<file path="config.mk">
export PLATFORM = sky130hd
export DESIGN_NAME = weighted_gradient_palette_top
export DESIGN_NICKNAME = d
export VERILOG_FILES = /design/src/wgp_pkg.sv /design/src/wgp_divider.sv /design/src/wgp_datapath.sv /design/src/wgp_ctrl.sv /design/src/weighted_gradient_palette_top.sv
export VERILOG_INCLUDE_DIRS = /design/src /design/src/src
export SDC_FILE = /design/constraint.sdc
export NUM_CORES = 2
export LEC_CHECK = 0
export ABC_AREA = 1
export BUFFER_PORTS_ARGS = -buffer_cell sky130_fd_sc_hd__buf_4
export CAP_MARGIN = 5
export CORE_UTILIZATION = 35
export CTS_CLUSTER_SIZE = 24
export DETAILED_ROUTE_END_ITERATION = 8
export PLACE_DENSITY = 0.57
export RECOVER_POWER = 25
export SYNTH_ARGS = -nofsm -noshare
export SYNTH_HDL_FRONTEND = slang
export SYNTH_SLANG_ARGS = --single-unit
export TNS_END_PERCENT = 1
</file>
<file path="constraint.sdc">
create_clock -name clock -period 10.4 [get_ports clock]
set_input_delay 0.52 -clock clock [delete_from_list [all_inputs] [get_ports clock]]
set_output_delay 0.52 -clock clock [all_outputs]
set_load 0.02 [all_outputs]
</file>
<file path="src/assert_macros.svh">
// ----------------------------------------------------------------------------
// Assertion macros
// Clocked concurrent assertion shorthands for the palette block.
// ----------------------------------------------------------------------------
`ifndef ASSERT_MACROS_SVH
`define ASSERT_MACROS_SVH

// expr holds at every clock edge outside reset
`define ASSERT_ALWAYS(label, expr) \
   label: assert property (@(posedge clock) disable iff (reset) (expr)) \
      else $error("assertion failed: invariant");

// cons holds in the same cycle as ante
`define ASSERT_IMPL(label, ante, cons) \
   label: assert property (@(posedge clock) disable iff (reset) (ante) |-> (cons)) \
      else $error("assertion failed: same-cycle implication");

// cons holds in the cycle after ante
`define ASSERT_NEXT(label, ante, cons) \
   label: assert property (@(posedge clock) disable iff (reset) (ante) |=> (cons)) \
      else $error("assertion failed: next-cycle implication");

`endif

</file>
<file path="src/wgp_pkg.sv">
// ----------------------------------------------------------------------------
// wgp_pkg
// Shared types and codes of the weighted gradient palette.
// ----------------------------------------------------------------------------
`default_nettype none

package wgp_pkg;

   localparam logic [1:0] KIND_CLEAR  = 2'd0;
   localparam logic [1:0] KIND_ADD    = 2'd1;
   localparam logic [1:0] KIND_LOOKUP = 2'd2;

   localparam logic [1:0] STATUS_OK      = 2'd0;
   localparam logic [1:0] STATUS_RANGE   = 2'd1;
   localparam logic [1:0] STATUS_INVALID = 2'd2;
   localparam logic [1:0] STATUS_FULL    = 2'd3;

   localparam logic [1:0] CH_RED   = 2'd0;
   localparam logic [1:0] CH_GREEN = 2'd1;
   localparam logic [1:0] CH_BLUE  = 2'd2;

   localparam int         CSR_WIDTH          = 11;
   localparam logic [10:0] PALETTE_SIZE_RESET = 11'd256;
   localparam int         INDEX_WIDTH        = 10;

   typedef struct packed {
      logic [7:0] red;
      logic [7:0] green;
      logic [7:0] blue;
      logic [7:0] weight;
   } entry_type;

   typedef struct packed {
      logic       load_req;
      logic       clear;
      logic       add;
      logic       set_status;
      logic [1:0] status_code;
      logic       sum_init;
      logic       sum_step;
      logic       seg_init;
      logic       den_load;
      logic       div_len_start;
      logic       seg_next;
      logic       j_load;
      logic       jt_load;
      logic       ch_prod;
      logic       div_ch_start;
      logic       ch_store;
      logic       publish;
   } cmd_type;

   typedef struct packed {
      logic [1:0] kind;
      logic       full;
      logic       few;
      logic       total_zero;
      logic       last;
      logic       hit;
      logic       div_done;
      logic       ch_last;
   } sts_type;

endpackage

`default_nettype wire

</file>
<file path="src/wgp_divider.sv">
// ----------------------------------------------------------------------------
// wgp_divider
// Restoring divider, one quotient bit per cycle, quotient below 2**QB.
// ----------------------------------------------------------------------------
`default_nettype none

module wgp_divider #(
   parameter int NW = 31,
   parameter int DW = 19,
   parameter int QB = 11
) (
   input  wire logic          clock,
   input  wire logic          reset,
   input  wire logic          start,
   input  wire logic [NW-1:0] num,
   input  wire logic [DW-1:0] den,
   output logic               done,
   output logic [QB-1:0]      quot,
   output logic               rem_nz
);

   localparam int XW = (NW > DW + QB) ? NW : DW + QB;
   localparam int CW = $clog2(QB + 1);

   logic [XW-1:0] rem_ff;
   logic [XW-1:0] dvs_ff;
   logic [QB-1:0] quot_ff;
   logic [CW-1:0] cnt_ff;
   logic          busy_ff;
   logic          done_ff;
   logic          ge;

   assign ge = (rem_ff >= dvs_ff);

   always_ff @(posedge clock) begin
      if (reset) begin
         busy_ff <= 1'b0;
         done_ff <= 1'b0;
         cnt_ff  <= '0;
      end else begin
         done_ff <= 1'b0;
         if (start) begin
            busy_ff <= 1'b1;
            cnt_ff  <= CW'(QB);
         end else if (busy_ff) begin
            cnt_ff <= cnt_ff - CW'(1);
            if (cnt_ff == CW'(1)) begin
               busy_ff <= 1'b0;
               done_ff <= 1'b1;
            end
         end
      end
   end

   always_ff @(posedge clock) begin
      if (start) begin
         rem_ff  <= XW'(num);
         dvs_ff  <= XW'(den) << (QB - 1);
         quot_ff <= '0;
      end else if (busy_ff) begin
         if (ge) begin
            rem_ff <= rem_ff - dvs_ff;
         end
         quot_ff <= {quot_ff[QB-2:0], ge};
         dvs_ff  <= dvs_ff >> 1;
      end
   end

   assign done   = done_ff;
   assign quot   = quot_ff;
   assign rem_nz = (rem_ff != '0);

endmodule

`default_nettype wire

</file>
<file path="src/wgp_datapath.sv">
// ----------------------------------------------------------------------------
// wgp_datapath
// Stop table, size register, segment walk, blend arithmetic, result registers.
// ----------------------------------------------------------------------------
`default_nettype none

module wgp_datapath
   import wgp_pkg::*;
#(
   parameter int MAX_STOPS   = 8,
   parameter int MAX_PALETTE = 1024
) (
   input  wire logic                   clock,
   input  wire logic                   reset,
   input  wire cmd_type                cmd,
   output sts_type                     sts,
   input  wire logic [1:0]             req_kind,
   input  wire logic [7:0]             req_red,
   input  wire logic [7:0]             req_green,
   input  wire logic [7:0]             req_blue,
   input  wire logic [7:0]             req_stop_weight,
   input  wire logic [INDEX_WIDTH-1:0] req_index,
   input  wire logic                   csr_wr_en,
   input  wire logic [CSR_WIDTH-1:0]   csr_wr_data,
   output logic [7:0]                  rsp_out_red,
   output logic [7:0]                  rsp_out_green,
   output logic [7:0]                  rsp_out_blue,
   output logic [1:0]                  rsp_status
);

   localparam int IW   = (MAX_STOPS > 1) ? $clog2(MAX_STOPS) : 1;
   localparam int CNW  = $clog2(MAX_STOPS + 1);
   localparam int SW   = $clog2(MAX_PALETTE + 1);
   localparam int TW   = 8 + CNW;
   localparam int DENW = 8 + SW;
   localparam int NW   = SW + TW + 8;
   localparam int QB   = (SW > 8) ? SW : 8;
   localparam int EW   = (SW + 1 > INDEX_WIDTH) ? SW + 1 : INDEX_WIDTH;
   localparam int ZW   = (SW > CSR_WIDTH) ? SW : CSR_WIDTH;

   entry_type              stop_ff [MAX_STOPS];
   logic [CNW-1:0]         count_ff;
   logic [CSR_WIDTH-1:0]   size_ff;
   logic [1:0]             kind_ff;
   entry_type              req_entry_ff;
   logic [INDEX_WIDTH-1:0] index_ff;
   logic [IW-1:0]          seg_ff;
   logic [TW-1:0]          total_ff;
   entry_type              cur_ff;
   logic [SW-1:0]          start_ff;
   logic [DENW-1:0]        den_ff;
   logic [SW-1:0]          j_ff;
   logic [SW+TW-1:0]       jt_ff;
   logic [NW-1:0]          n_ff;
   logic                   neg_ff;
   logic [1:0]             ch_ff;
   logic [7:0]             stg_red_ff;
   logic [7:0]             stg_green_ff;
   logic [7:0]             stg_blue_ff;
   logic [1:0]             stg_status_ff;
   logic [7:0]             out_red_ff;
   logic [7:0]             out_green_ff;
   logic [7:0]             out_blue_ff;
   logic [1:0]             out_status_ff;

   logic [ZW-1:0]          size_ext;
   logic [SW-1:0]          size_sat;
   logic                   last;
   logic [IW-1:0]          nxt_idx;
   logic [IW-1:0]          rd_addr;
   entry_type              rd_entry;
   logic [SW-1:0]          len;
   logic [7:0]             c1;
   logic [7:0]             c2;
   logic [7:0]             mag;
   logic [7:0]             blend_val;
   logic                   div_start;
   logic [NW-1:0]          div_num;
   logic [DENW-1:0]        div_den;
   logic                   div_done;
   logic [QB-1:0]          div_quot;
   logic                   div_rem_nz;

   assign size_ext = ZW'(size_ff);
   assign size_sat = (size_ext > ZW'(MAX_PALETTE)) ? SW'(MAX_PALETTE) : SW'(size_ext);
   assign last     = ((CNW'(seg_ff) + CNW'(1)) == count_ff);
   assign nxt_idx  = last ? '0 : seg_ff + IW'(1);
   assign rd_addr  = cmd.sum_step ? seg_ff : nxt_idx;
   assign rd_entry = stop_ff[rd_addr];
   assign len      = SW'(div_quot);

   always_comb begin
      case (ch_ff)
         CH_RED: begin
            c1 = cur_ff.red;
            c2 = rd_entry.red;
         end
         CH_GREEN: begin
            c1 = cur_ff.green;
            c2 = rd_entry.green;
         end
         default: begin
            c1 = cur_ff.blue;
            c2 = rd_entry.blue;
         end
      endcase
      mag = (c2 >= c1) ? c2 - c1 : c1 - c2;
      if (neg_ff) begin
         blend_val = c1 - div_quot[7:0] - {7'd0, div_rem_nz};
      end else begin
         blend_val = c1 + div_quot[7:0];
      end
   end

   assign div_start = cmd.div_len_start | cmd.div_ch_start;
   assign div_num   = cmd.div_len_start ? NW'(den_ff) : n_ff;
   assign div_den   = cmd.div_len_start ? DENW'(total_ff) : den_ff;

   wgp_divider #(
      .NW (NW),
      .DW (DENW),
      .QB (QB)
   ) u_divider (
      .clock  (clock),
      .reset  (reset),
      .start  (div_start),
      .num    (div_num),
      .den    (div_den),
      .done   (div_done),
      .quot   (div_quot),
      .rem_nz (div_rem_nz)
   );

   always_ff @(posedge clock) begin
      if (reset) begin
         count_ff <= '0;
         size_ff  <= PALETTE_SIZE_RESET;
      end else begin
         if (csr_wr_en) begin
            size_ff <= csr_wr_data;
         end
         if (cmd.clear) begin
            count_ff <= '0;
         end else if (cmd.add) begin
            count_ff <= count_ff + CNW'(1);
         end
      end
   end

   always_ff @(posedge clock) begin
      if (cmd.add) begin
         stop_ff[count_ff[IW-1:0]] <= req_entry_ff;
      end
   end

   always_ff @(posedge clock) begin
      if (cmd.load_req) begin
         kind_ff             <= req_kind;
         req_entry_ff.red    <= req_red;
         req_entry_ff.green  <= req_green;
         req_entry_ff.blue   <= req_blue;
         req_entry_ff.weight <= req_stop_weight;
         index_ff            <= req_index;
         stg_red_ff          <= '0;
         stg_green_ff        <= '0;
         stg_blue_ff         <= '0;
         stg_status_ff       <= STATUS_OK;
      end
      if (cmd.set_status) begin
         stg_status_ff <= cmd.status_code;
      end
      if (cmd.sum_init) begin
         total_ff <= '0;
         seg_ff   <= '0;
      end
      if (cmd.sum_step) begin
         total_ff <= total_ff + TW'(rd_entry.weight);
         seg_ff   <= seg_ff + IW'(1);
         if (seg_ff == '0) begin
            cur_ff <= rd_entry;
         end
      end
      if (cmd.seg_init) begin
         seg_ff   <= '0;
         start_ff <= '0;
      end
      if (cmd.den_load) begin
         den_ff <= DENW'(cur_ff.weight) * DENW'(size_sat);
      end
      if (cmd.seg_next) begin
         start_ff <= start_ff + len;
         seg_ff   <= seg_ff + IW'(1);
         cur_ff   <= rd_entry;
      end
      if (cmd.j_load) begin
         j_ff  <= SW'(EW'(index_ff) - EW'(start_ff));
         ch_ff <= CH_RED;
      end
      if (cmd.jt_load) begin
         jt_ff <= (SW+TW)'(j_ff) * (SW+TW)'(total_ff);
      end
      if (cmd.ch_prod) begin
         n_ff   <= NW'(jt_ff) * NW'(mag);
         neg_ff <= (c2 < c1);
      end
      if (cmd.ch_store) begin
         case (ch_ff)
            CH_RED:   stg_red_ff   <= blend_val;
            CH_GREEN: stg_green_ff <= blend_val;
            default:  stg_blue_ff  <= blend_val;
         endcase
         ch_ff <= ch_ff + 2'd1;
      end
      if (cmd.publish) begin
         out_red_ff    <= stg_red_ff;
         out_green_ff  <= stg_green_ff;
         out_blue_ff   <= stg_blue_ff;
         out_status_ff <= stg_status_ff;
      end
   end

   always_comb begin
      sts.kind       = kind_ff;
      sts.full       = (count_ff == CNW'(MAX_STOPS));
      sts.few        = (count_ff < CNW'(2));
      sts.total_zero = (total_ff == '0);
      sts.last       = last;
      sts.hit        = (len != '0) && (EW'(index_ff) < EW'(start_ff) + EW'(len));
      sts.div_done   = div_done;
      sts.ch_last    = (ch_ff == CH_BLUE);
   end

   assign rsp_out_red   = out_red_ff;
   assign rsp_out_green = out_green_ff;
   assign rsp_out_blue  = out_blue_ff;
   assign rsp_status    = out_status_ff;

endmodule

`default_nettype wire

</file>
<file path="src/wgp_ctrl.sv">
// ----------------------------------------------------------------------------
// wgp_ctrl
// Sequencer: decode, weight sum, segment walk, per-channel blend, output slot.
// ----------------------------------------------------------------------------
`default_nettype none

module wgp_ctrl
   import wgp_pkg::*;
(
   input  wire logic    clock,
   input  wire logic    reset,
   input  wire logic    req_valid,
   output logic         req_ready,
   output logic         rsp_valid,
   input  wire logic    rsp_ready,
   input  wire sts_type sts,
   output cmd_type      cmd
);

   localparam logic [3:0] S_IDLE   = 4'd0;
   localparam logic [3:0] S_DECODE = 4'd1;
   localparam logic [3:0] S_SUM    = 4'd2;
   localparam logic [3:0] S_CHECK  = 4'd3;
   localparam logic [3:0] S_LEN    = 4'd4;
   localparam logic [3:0] S_LDIV   = 4'd5;
   localparam logic [3:0] S_LWAIT  = 4'd6;
   localparam logic [3:0] S_TEST   = 4'd7;
   localparam logic [3:0] S_JT     = 4'd8;
   localparam logic [3:0] S_CPROD  = 4'd9;
   localparam logic [3:0] S_CDIV   = 4'd10;
   localparam logic [3:0] S_CWAIT  = 4'd11;
   localparam logic [3:0] S_OUT    = 4'd12;

   logic [3:0] state_ff;
   logic [3:0] state_in;
   logic       rsp_valid_ff;
   logic       slot_free;

   assign slot_free = !rsp_valid_ff || rsp_ready;
   assign req_ready = (state_ff == S_IDLE);
   assign rsp_valid = rsp_valid_ff;

   always_comb begin
      cmd      = '0;
      state_in = state_ff;
      unique case (state_ff)
         S_IDLE: begin
            if (req_valid) begin
               cmd.load_req = 1'b1;
               state_in     = S_DECODE;
            end
         end
         S_DECODE: begin
            state_in = S_OUT;
            unique case (sts.kind)
               KIND_CLEAR: cmd.clear = 1'b1;
               KIND_ADD: begin
                  if (sts.full) begin
                     cmd.set_status  = 1'b1;
                     cmd.status_code = STATUS_FULL;
                  end else begin
                     cmd.add = 1'b1;
                  end
               end
               KIND_LOOKUP: begin
                  if (sts.few) begin
                     cmd.set_status  = 1'b1;
                     cmd.status_code = STATUS_INVALID;
                  end else begin
                     cmd.sum_init = 1'b1;
                     state_in     = S_SUM;
                  end
               end
               default: ;
            endcase
         end
         S_SUM: begin
            cmd.sum_step = 1'b1;
            if (sts.last) begin
               state_in = S_CHECK;
            end
         end
         S_CHECK: begin
            if (sts.total_zero) begin
               cmd.set_status  = 1'b1;
               cmd.status_code = STATUS_INVALID;
               state_in        = S_OUT;
            end else begin
               cmd.seg_init = 1'b1;
               state_in     = S_LEN;
            end
         end
         S_LEN: begin
            cmd.den_load = 1'b1;
            state_in     = S_LDIV;
         end
         S_LDIV: begin
            cmd.div_len_start = 1'b1;
            state_in          = S_LWAIT;
         end
         S_LWAIT: begin
            if (sts.div_done) begin
               state_in = S_TEST;
            end
         end
         S_TEST: begin
            if (sts.hit) begin
               cmd.j_load = 1'b1;
               state_in   = S_JT;
            end else if (sts.last) begin
               cmd.set_status  = 1'b1;
               cmd.status_code = STATUS_RANGE;
               state_in        = S_OUT;
            end else begin
               cmd.seg_next = 1'b1;
               state_in     = S_LEN;
            end
         end
         S_JT: begin
            cmd.jt_load = 1'b1;
            state_in    = S_CPROD;
         end
         S_CPROD: begin
            cmd.ch_prod = 1'b1;
            state_in    = S_CDIV;
         end
         S_CDIV: begin
            cmd.div_ch_start = 1'b1;
            state_in         = S_CWAIT;
         end
         S_CWAIT: begin
            if (sts.div_done) begin
               cmd.ch_store = 1'b1;
               state_in     = sts.ch_last ? S_OUT : S_CPROD;
            end
         end
         S_OUT: begin
            if (slot_free) begin
               cmd.publish = 1'b1;
               state_in    = S_IDLE;
            end
         end
         default: state_in = S_IDLE;
      endcase
   end

   always_ff @(posedge clock) begin
      if (reset) begin
         state_ff     <= S_IDLE;
         rsp_valid_ff <= 1'b0;
      end else begin
         state_ff <= state_in;
         if (cmd.publish) begin
            rsp_valid_ff <= 1'b1;
         end else if (rsp_ready) begin
            rsp_valid_ff <= 1'b0;
         end
      end
   end

endmodule

`default_nettype wire

</file>
<file path="src/weighted_gradient_palette_top.sv">
// ----------------------------------------------------------------------------
// weighted_gradient_palette_top
// Cyclic weighted RGB gradient palette with exact integer segment blending.
// ----------------------------------------------------------------------------
// One transaction at a time. Clear, add and undefined kinds go from decode
// straight to the output slot. A lookup sums the weights of all stops, then
// walks the segments up to the one that holds the index and blends there:
// a shared one-bit-per-cycle divider forms each segment length and each of
// the three channel quotients in turn, each of QB bits, QB being the size
// width in bits (11 at the default depth, at least 8). A new request is
// taken while the previous result still waits in the output register.
`default_nettype none
`include "assert_macros.svh"

module weighted_gradient_palette_top
   import wgp_pkg::*;
#(
   parameter int MAX_STOPS   = 8,
   parameter int MAX_PALETTE = 1024
) (
   input  wire logic                   clock,
   input  wire logic                   reset,
   input  wire logic                   req_valid,
   output logic                        req_ready,
   input  wire logic [1:0]             req_kind,
   input  wire logic [7:0]             req_red,
   input  wire logic [7:0]             req_green,
   input  wire logic [7:0]             req_blue,
   input  wire logic [7:0]             req_stop_weight,
   input  wire logic [INDEX_WIDTH-1:0] req_index,
   output logic                        rsp_valid,
   input  wire logic                   rsp_ready,
   output logic [7:0]                  rsp_out_red,
   output logic [7:0]                  rsp_out_green,
   output logic [7:0]                  rsp_out_blue,
   output logic [1:0]                  rsp_status,
   input  wire logic                   csr_wr_en,
   input  wire logic [CSR_WIDTH-1:0]   csr_wr_data
);

   cmd_type cmd;
   sts_type sts;

   wgp_ctrl u_ctrl (
      .clock     (clock),
      .reset     (reset),
      .req_valid (req_valid),
      .req_ready (req_ready),
      .rsp_valid (rsp_valid),
      .rsp_ready (rsp_ready),
      .sts       (sts),
      .cmd       (cmd)
   );

   wgp_datapath #(
      .MAX_STOPS   (MAX_STOPS),
      .MAX_PALETTE (MAX_PALETTE)
   ) u_datapath (
      .clock           (clock),
      .reset           (reset),
      .cmd             (cmd),
      .sts             (sts),
      .req_kind        (req_kind),
      .req_red         (req_red),
      .req_green       (req_green),
      .req_blue        (req_blue),
      .req_stop_weight (req_stop_weight),
      .req_index       (req_index),
      .csr_wr_en       (csr_wr_en),
      .csr_wr_data     (csr_wr_data),
      .rsp_out_red     (rsp_out_red),
      .rsp_out_green   (rsp_out_green),
      .rsp_out_blue    (rsp_out_blue),
      .rsp_status      (rsp_status)
   );

   `ASSERT_NEXT(a_busy_after_accept, req_valid && req_ready, !req_ready)
   `ASSERT_IMPL(a_publish_slot_free, cmd.publish, !rsp_valid || rsp_ready)
   `ASSERT_ALWAYS(a_cmd_exclusive, $onehot0({cmd.clear, cmd.add, cmd.sum_step, cmd.publish}))
   `ASSERT_IMPL(a_add_not_full, cmd.add, !sts.full)

endmodule

`default_nettype wire

</file>
# After elaboration in Yosys (flattened, before gate mapping)
# Memory sizes are Yosys's and may differ from the RTL's.
# Cells that the tools add are included.
[classes]
bitwise_logic = 2
eq_ne = 24
n_lt_le_gt_ge = 6
n_reduce_logical = 27
mul = 3
add_sub_neg = 15
n_mux = 92
[op_table]
columns = ["op", "count"]
rows = [
  ["2-to-1 mux 31 bit", 4],
  ["2-to-1 mux 32 bit", 3],
  ["2-to-1 mux 8 bit", 11],
  ["2-to-1 mux 29 bit", 2],
  ["case mux 4 bit (13 select lines)", 1],
  ["2-to-1 mux 4 bit", 12],
  ["2-to-1 mux 3 bit", 12],
  ["2-to-1 mux 11 bit", 3],
  ["case mux 8 bit (2 select lines)", 2],
  [">= comparator 31 x 29 -> 1 bit", 1],
  ["multiplier 23 x 8 -> 31 bit", 1],
  ["2-to-1 mux 1 bit", 31],
  ["nonzero test 31 bit", 1],
  ["subtractor 31 x 29 -> 31 bit", 1],
  ["equality test 4 bit, second input constant", 6],
  ["2-to-1 mux 12 bit", 2],
  ["subtractor 8 bit", 3],
  ["multiplier 11 x 12 -> 23 bit", 1],
  ["multiplier 8 x 11 -> 19 bit", 1],
  ["2-to-1 mux 19 bit", 1],
  ["nonzero test 2 bit", 9],
  ["equality test 4 x 3 -> 1 bit, second input constant", 4],
  ["adder 11 x 11 -> 12 bit", 1],
  ["adder 12 x 8 -> 12 bit", 1],
  ["other kinds (39)", 55],
]
[totals]
memories = 1
mem_bits_rw = 256
output_inout_bits = 28
regBits = 338
elab_cells = 209
[mem_list]
columns = ["name", "depth", "width", "read_ports", "rd_clocked_by_memory_dff", "write_ports", "line_no", "text"]
rows = [
  ["u_datapath.stop_ff", 8, 32, 1, 0, 1, "wgp_datapath.sv:41", "entry_type stop_ff [MAX_STOPS];"],
]

# Depth between registers and ports, before layout
# An unclocked memory read counts as a cell.
[depth]
word_depth = 9
mapped_depth = 53
depth_no_buf = 50

# By module
# A second synthesis with hierarchy kept.
[unflattened]
hier_cells = 4576
area_unflattened_um2 = 41193.3
[modules_own_cells]
columns = ["module", "area_per_inst_um2", "cells_each", "seq_area_each_um2", "instances"]
rows = [
  ["wgp_datapath", 35173.7, 3668, 14984.4, 1],
  ["wgp_divider", 5426.5, 797, 2042.0, 1],
  ["wgp_ctrl", 593.1, 111, 100.1, 1],
]

# Worst setup path after synthesis
# Ideal clock, no wire load.
[synth_timing]
path_kind = "register -> register"
start = "reg u_datapath.seg_ff[0]"
end = "reg u_datapath.n_ff[19], data pin"
n_path_buf = 4
setup_time_ps = 262
slack_ps = 2703
stages_incl_launch_ff = 46
t_required_ps = 10138
t_arrival_ps = 7435
synth_period_minus_slack_ps = 7697
cell_sequence = "edfxtp_1 -> buf_2 -> inv_2 -> ha_1 -> inv_1 -> nand2_1 -> nand2_1 -> nor2_2 -> nand3_4 -> nand2_4 -> nand2_4 -> buf_6 -> buf_6 -> nand2_1 -> nand3_1 -> nand2_1 -> nand2_1 -> nand3_1 -> [... 10 more ...] -> o21ai_2 -> xor2_4 -> buf_4 -> nor2_1 -> fa_1 -> fa_1 -> inv_1 -> fa_1 -> fa_1 -> inv_1 -> ha_1 -> a21oi_1 -> o21ai_1 -> a21boi_0 -> o21ai_1 -> a21oi_1 -> o21ai_1 -> xor2_1"
[synth_between]
elab_chain_cells = 9
word_cells_on_any_way = 12
cone_classes = "add/sub (4); mul (1); order compare (1); eq/ne (1); mux (4); memory (1)"
[synth_lines]
columns = ["element", "line_no", "text"]
rows = [
  ["start: declaration", "wgp_datapath.sv:47", "logic [IW-1:0] seg_ff;"],
  ["start signal: assignment", "wgp_datapath.sv:178", "seg_ff <= seg_ff + IW'(1);"],
  ["start signal: assignment", "wgp_datapath.sv:192", "seg_ff <= seg_ff + IW'(1);"],
  ["adder 3 x 1 -> 4 bit", "wgp_datapath.sv:86", "assign last = ((CNW'(seg_ff) + CNW'(1)) == count_ff);"],
  ["equality test 4 bit", "wgp_datapath.sv:86", ""],
  ["2-to-1 mux 3 bit", "wgp_datapath.sv:87", "assign nxt_idx = last ? '0 : seg_ff + IW'(1);"],
  ["2-to-1 mux 3 bit *", "wgp_datapath.sv:88", "assign rd_addr = cmd.sum_step ? seg_ff : nxt_idx;"],
  ["memory (8 x 32 bit) *", "n/a", ""],
  ["case mux 8 bit (2 select lines) *", "wgp_datapath.sv:93", "case (ch_ff)"],
  ["subtractor 8 bit or >= comparator 8 bit (tied branches)", "wgp_datapath.sv:107", "mag = (c2 >= c1) ? c2 - c1 : c1 - c2;"],
  ["2-to-1 mux 8 bit *", "wgp_datapath.sv:107", ""],
  ["multiplier 23 x 8 -> 31 bit *", "wgp_datapath.sv:203", "n_ff <= NW'(jt_ff) * NW'(mag);"],
  ["end signal: assignment", "wgp_datapath.sv:203", ""],
  ["end: declaration", "wgp_datapath.sv:54", "logic [NW-1:0] n_ff;"],
]
# Mark *: on every way between the ends. The rest lies on a longest branch, timed or not.
# A chain may end at the register's enable or synchronous reset.

# Final worst setup path
# Same ends and word-level chain as after synthesis.

==> insert_results.sql <==
INSERT INTO impl_metrics (metric_group, metric, value, unit) VALUES
('cts', 'clock_insertion_delay_worst_skew', '0.63', 'ns'),
('cells_and_area', 'finish.instance_area', '45000', 'um2'),
('logic_synthesis', 'sequential_fraction_of_the_synthesis_area', '0.424', ''),
('logic_synthesis', 'synth_simple_gate_area_share', '0.181', ''),
('floorplan', 'ioPinCount', '88', ''),
('setup_path', 'worst_setup_path_class', 'reg -> reg', ''),
('cts', 'clock_tree.htree_level_count', '3', ''),
('setup_path', 'timing.critical_path.fanout_max', '55', ''),
('flow_run', 'max-cap-violations', '0', ''),
('floorplan', 'floorplan.die_area', '117000', 'um2'),
('logic_synthesis', 'synthCells', '4391', ''),
('logic_synthesis', 'synthesis.yosys.warnings', '0', ''),
('outcome', 'run_status', 'finished clean', ''),
('route', 'wirelength', '107000', 'um'),
('worst_hold_path', 'min_path_type', 'in -> reg', ''),
('timing', 'report.final.slew_viol_count', '0', ''),
('timing', 'transition_time_of_the_tightest_slew_check_pin', '1.18', 'ns'),
('cts', 'cts_made_buffers', '68', ''),
('cts', 'tritoncts', 'done', ''),
('cts', 'path_clk_slew', '0.06', 'ns'),
('timing', 'final.period_utilization', '0.942', ''),
('logic_synthesis', 'synth.top_cells.by_area', 'edfxtp_1 39%, fa_1 14%, nand2_1 8.7%, ha_1 8.1%, inv_1 6.5%', ''),
('timing', 'finalSetupViolations', '0', ''),
('cells_and_area', 'diode_insertion_count_for_antenna_repair', '0', ''),
('setup_path', 'critPathCaptureType', 'flop', ''),
('placement', 'numPortBuffers', '87', ''),
('global_routing', 'grt.met3_usage', '0.0202', ''),
('setup_path', 'cp_slowest_stage_delay', '0.61', 'ns'),
('logic_synthesis', 'netlist-cell-type-count', '55', ''),
('cts', 'tritoncts_num_sinks', '594', ''),
('logic_synthesis', 'ys.flop_type', 'edfxtp_1', ''),
('setup_path', 'cpMostUsedCell', 'nand2_1', ''),
('logic_synthesis', 'post_synthesis_net_count', '4991', ''),
('route', 'initial_drc_count', '2091', ''),
('placement', 'placed_area', '42800', 'um2'),
('route', 'drt.antenna.violating_nets', '0', ''),
('logic_synthesis', 'synth_top_family_by_area', 'adder cells', ''),
('logic_synthesis', 'netlist.area_leader.share', '0.389', ''),
('cts', 'postCtsHoldBufs', '0', ''),
('timing', 'timing.max_slew.rel_slack', '0.210', ''),
('timing', 'post-route-min-period', '9.79', 'ns'),
('global_routing', 'total_grt_usage', '0.183', ''),
('setup_path', 'cp_slowest_cell', 'ha_1', ''),
('route', 'via_count_of_the_routed_design', '29700', ''),
('timing', 'setup_total_negative_slack', '0', 'ns'),
('global_routing', 'vias_in_the_first_global_route', '29600', ''),
('route', 'routed_wire_length_per_instance', '17.7', 'um'),
('route', 'drt-pass1-iter-count', '6', ''),
('cells_and_area', 'fillerInstances', '11400', ''),
('cells_and_area', 'areaGrowthSynthToFinish', '11.4', '%'),
('timing', 'timing_limited_maximum_frequency', '102', 'MHz'),
('logic_synthesis', 'synth.avg_cell_area', '9.20', 'um2'),
('logic_synthesis', 'synth_adder_area_share', '0.219', ''),
('global_routing', 'grt_pass1_wl', '168000', 'um'),
('global_routing', 'grt_met1_use', '0.256', ''),
('logic_synthesis', 'synth_seq_cells', '594', ''),
('timing', 'hold-worst-slack', '0.0851', 'ns'),
('setup_path', 'worstPathArrival', '10.16', 'ns'),
('logic_synthesis', 'fraction_of_synthesized_area_in_multiplexers', '0', ''),
('cts', 'clock_path_buffers', '3', ''),
('setup_path', 'timing.critical_path.from_type', 'flop', ''),
('logic_synthesis', 'top_count_cell_post_synth', 'nand2_1', ''),
('timing', 'worst_case_clock_skew', '0.0310', 'ns'),
('logic_synthesis', 'mappedNetlistArea', '40400', 'um2'),
('setup_path', 'required', '10.77', 'ns'),
('floorplan', 'die_height', '342', 'um'),
('global_routing', 'grt_antenna_before_repair', '1', ''),
('cells_and_area', 'design.final.nets', '5062', ''),
('global_routing', 'busiest_layer', 'met2', ''),
('logic_synthesis', 'synthArstFlopShare', '0', ''),
('timing', 'timing.final.hold_violations', '0', '');
-- per-stage QoR --
step	cells	util
floorplan	4391	-
global placement	5904	0.375
detailed placement	5904	0.375
CTS	6027	0.394
global route	6027	0.394
finish	6027	0.394
-- cell usage in the layout (no fill, tap or decap), drive strengths merged, types with 9 or more instances in the layout --
master and count:
nand2 943, inv 715, edfxtp 523, nor2 430
nand3 306, fa 278, ha 262, a21oi 226
o21ai 179, clkbuf 133, buf 93, dfxtp 71
xor2 60, o22ai 41, xnor2 33, clkinv 28
nor3 24, nand4 23, and2 18, a31oi 16
nor4 15, o21bai 13, a21o 10, o21a 9
-- state kept, by name, indices dropped and copies added (netlist names), 12 cells and up --
register                     cells
u_datapath.cur_ff               32
u_datapath.den_ff               19
u_datapath.jt_ff                23
u_datapath.n_ff                 31
u_datapath.req_entry_ff         32
u_datapath.stop_ff             256
u_datapath.total_ff             12
u_datapath.u_divider.dvs_ff     29
u_datapath.u_divider.rem_ff     31
-- layout make-up --
class,instances,area [um2],area share
clock inverters,34,358,0.00795
well taps,1512,1890,0.0420
inverters,715,2680,0.0596
clock buffers,89,1820,0.0405
repair buffers,137,1040,0.0231
flip-flops and latches,594,17100,0.381
multi-input cells,2946,20100,0.446
-- critical path: cells and delay by family, from the launching register on --
kind	cells	cell delay, ns
adders and majority gates	7	3.17
and+or+nand+nor	18	2.47
AOI/OAI and AO/OA	7	1.93
buffers and inverters	7	0.79
xor gates and xnor gates	2	0.61
DFF	1	0.52
-- routing by layer --
metal	share of wire	routed length (um)
met1	0.47	50000
met2	0.46	49600
met3	0.043	4630
met4	0.023	2440
met5	0	0
-- kinds of logic after synthesis --
family	after synthesis
xor gates and xnor gates	93
AOI/OAI and AO/OA	536
DFF	594
and+or+nand+nor	1777
adders and majority gates	540
buffers and inverters	851
-- what timing repair did --
action | in CTS | in global routing
endpoints found under the setup margin | 0 | 2
hold endpoints to repair | 0 | 0
setup buffers | 0 | 0
gates resized for setup | 0 | 1
-- final timing paths --
kind              slack (ns)                     endpoint                      start  cells past startpoint
setup / recovery        0.61          u_datapath.n_ff[19]       u_datapath.seg_ff[0]                     41
hold / removal          0.09  u_datapath.req_entry_ff[12]                req_blue[4]                      1
setup reg to reg        0.61          u_datapath.n_ff[19]       u_datapath.seg_ff[0]                     41
hold reg to reg         0.43   u_datapath.rsp_out_blue[4]  u_datapath.stg_blue_ff[4]                      0
Power is not shown: default switching activity piles up to over one toggle a cycle in this logic, so the estimate is an artifact.
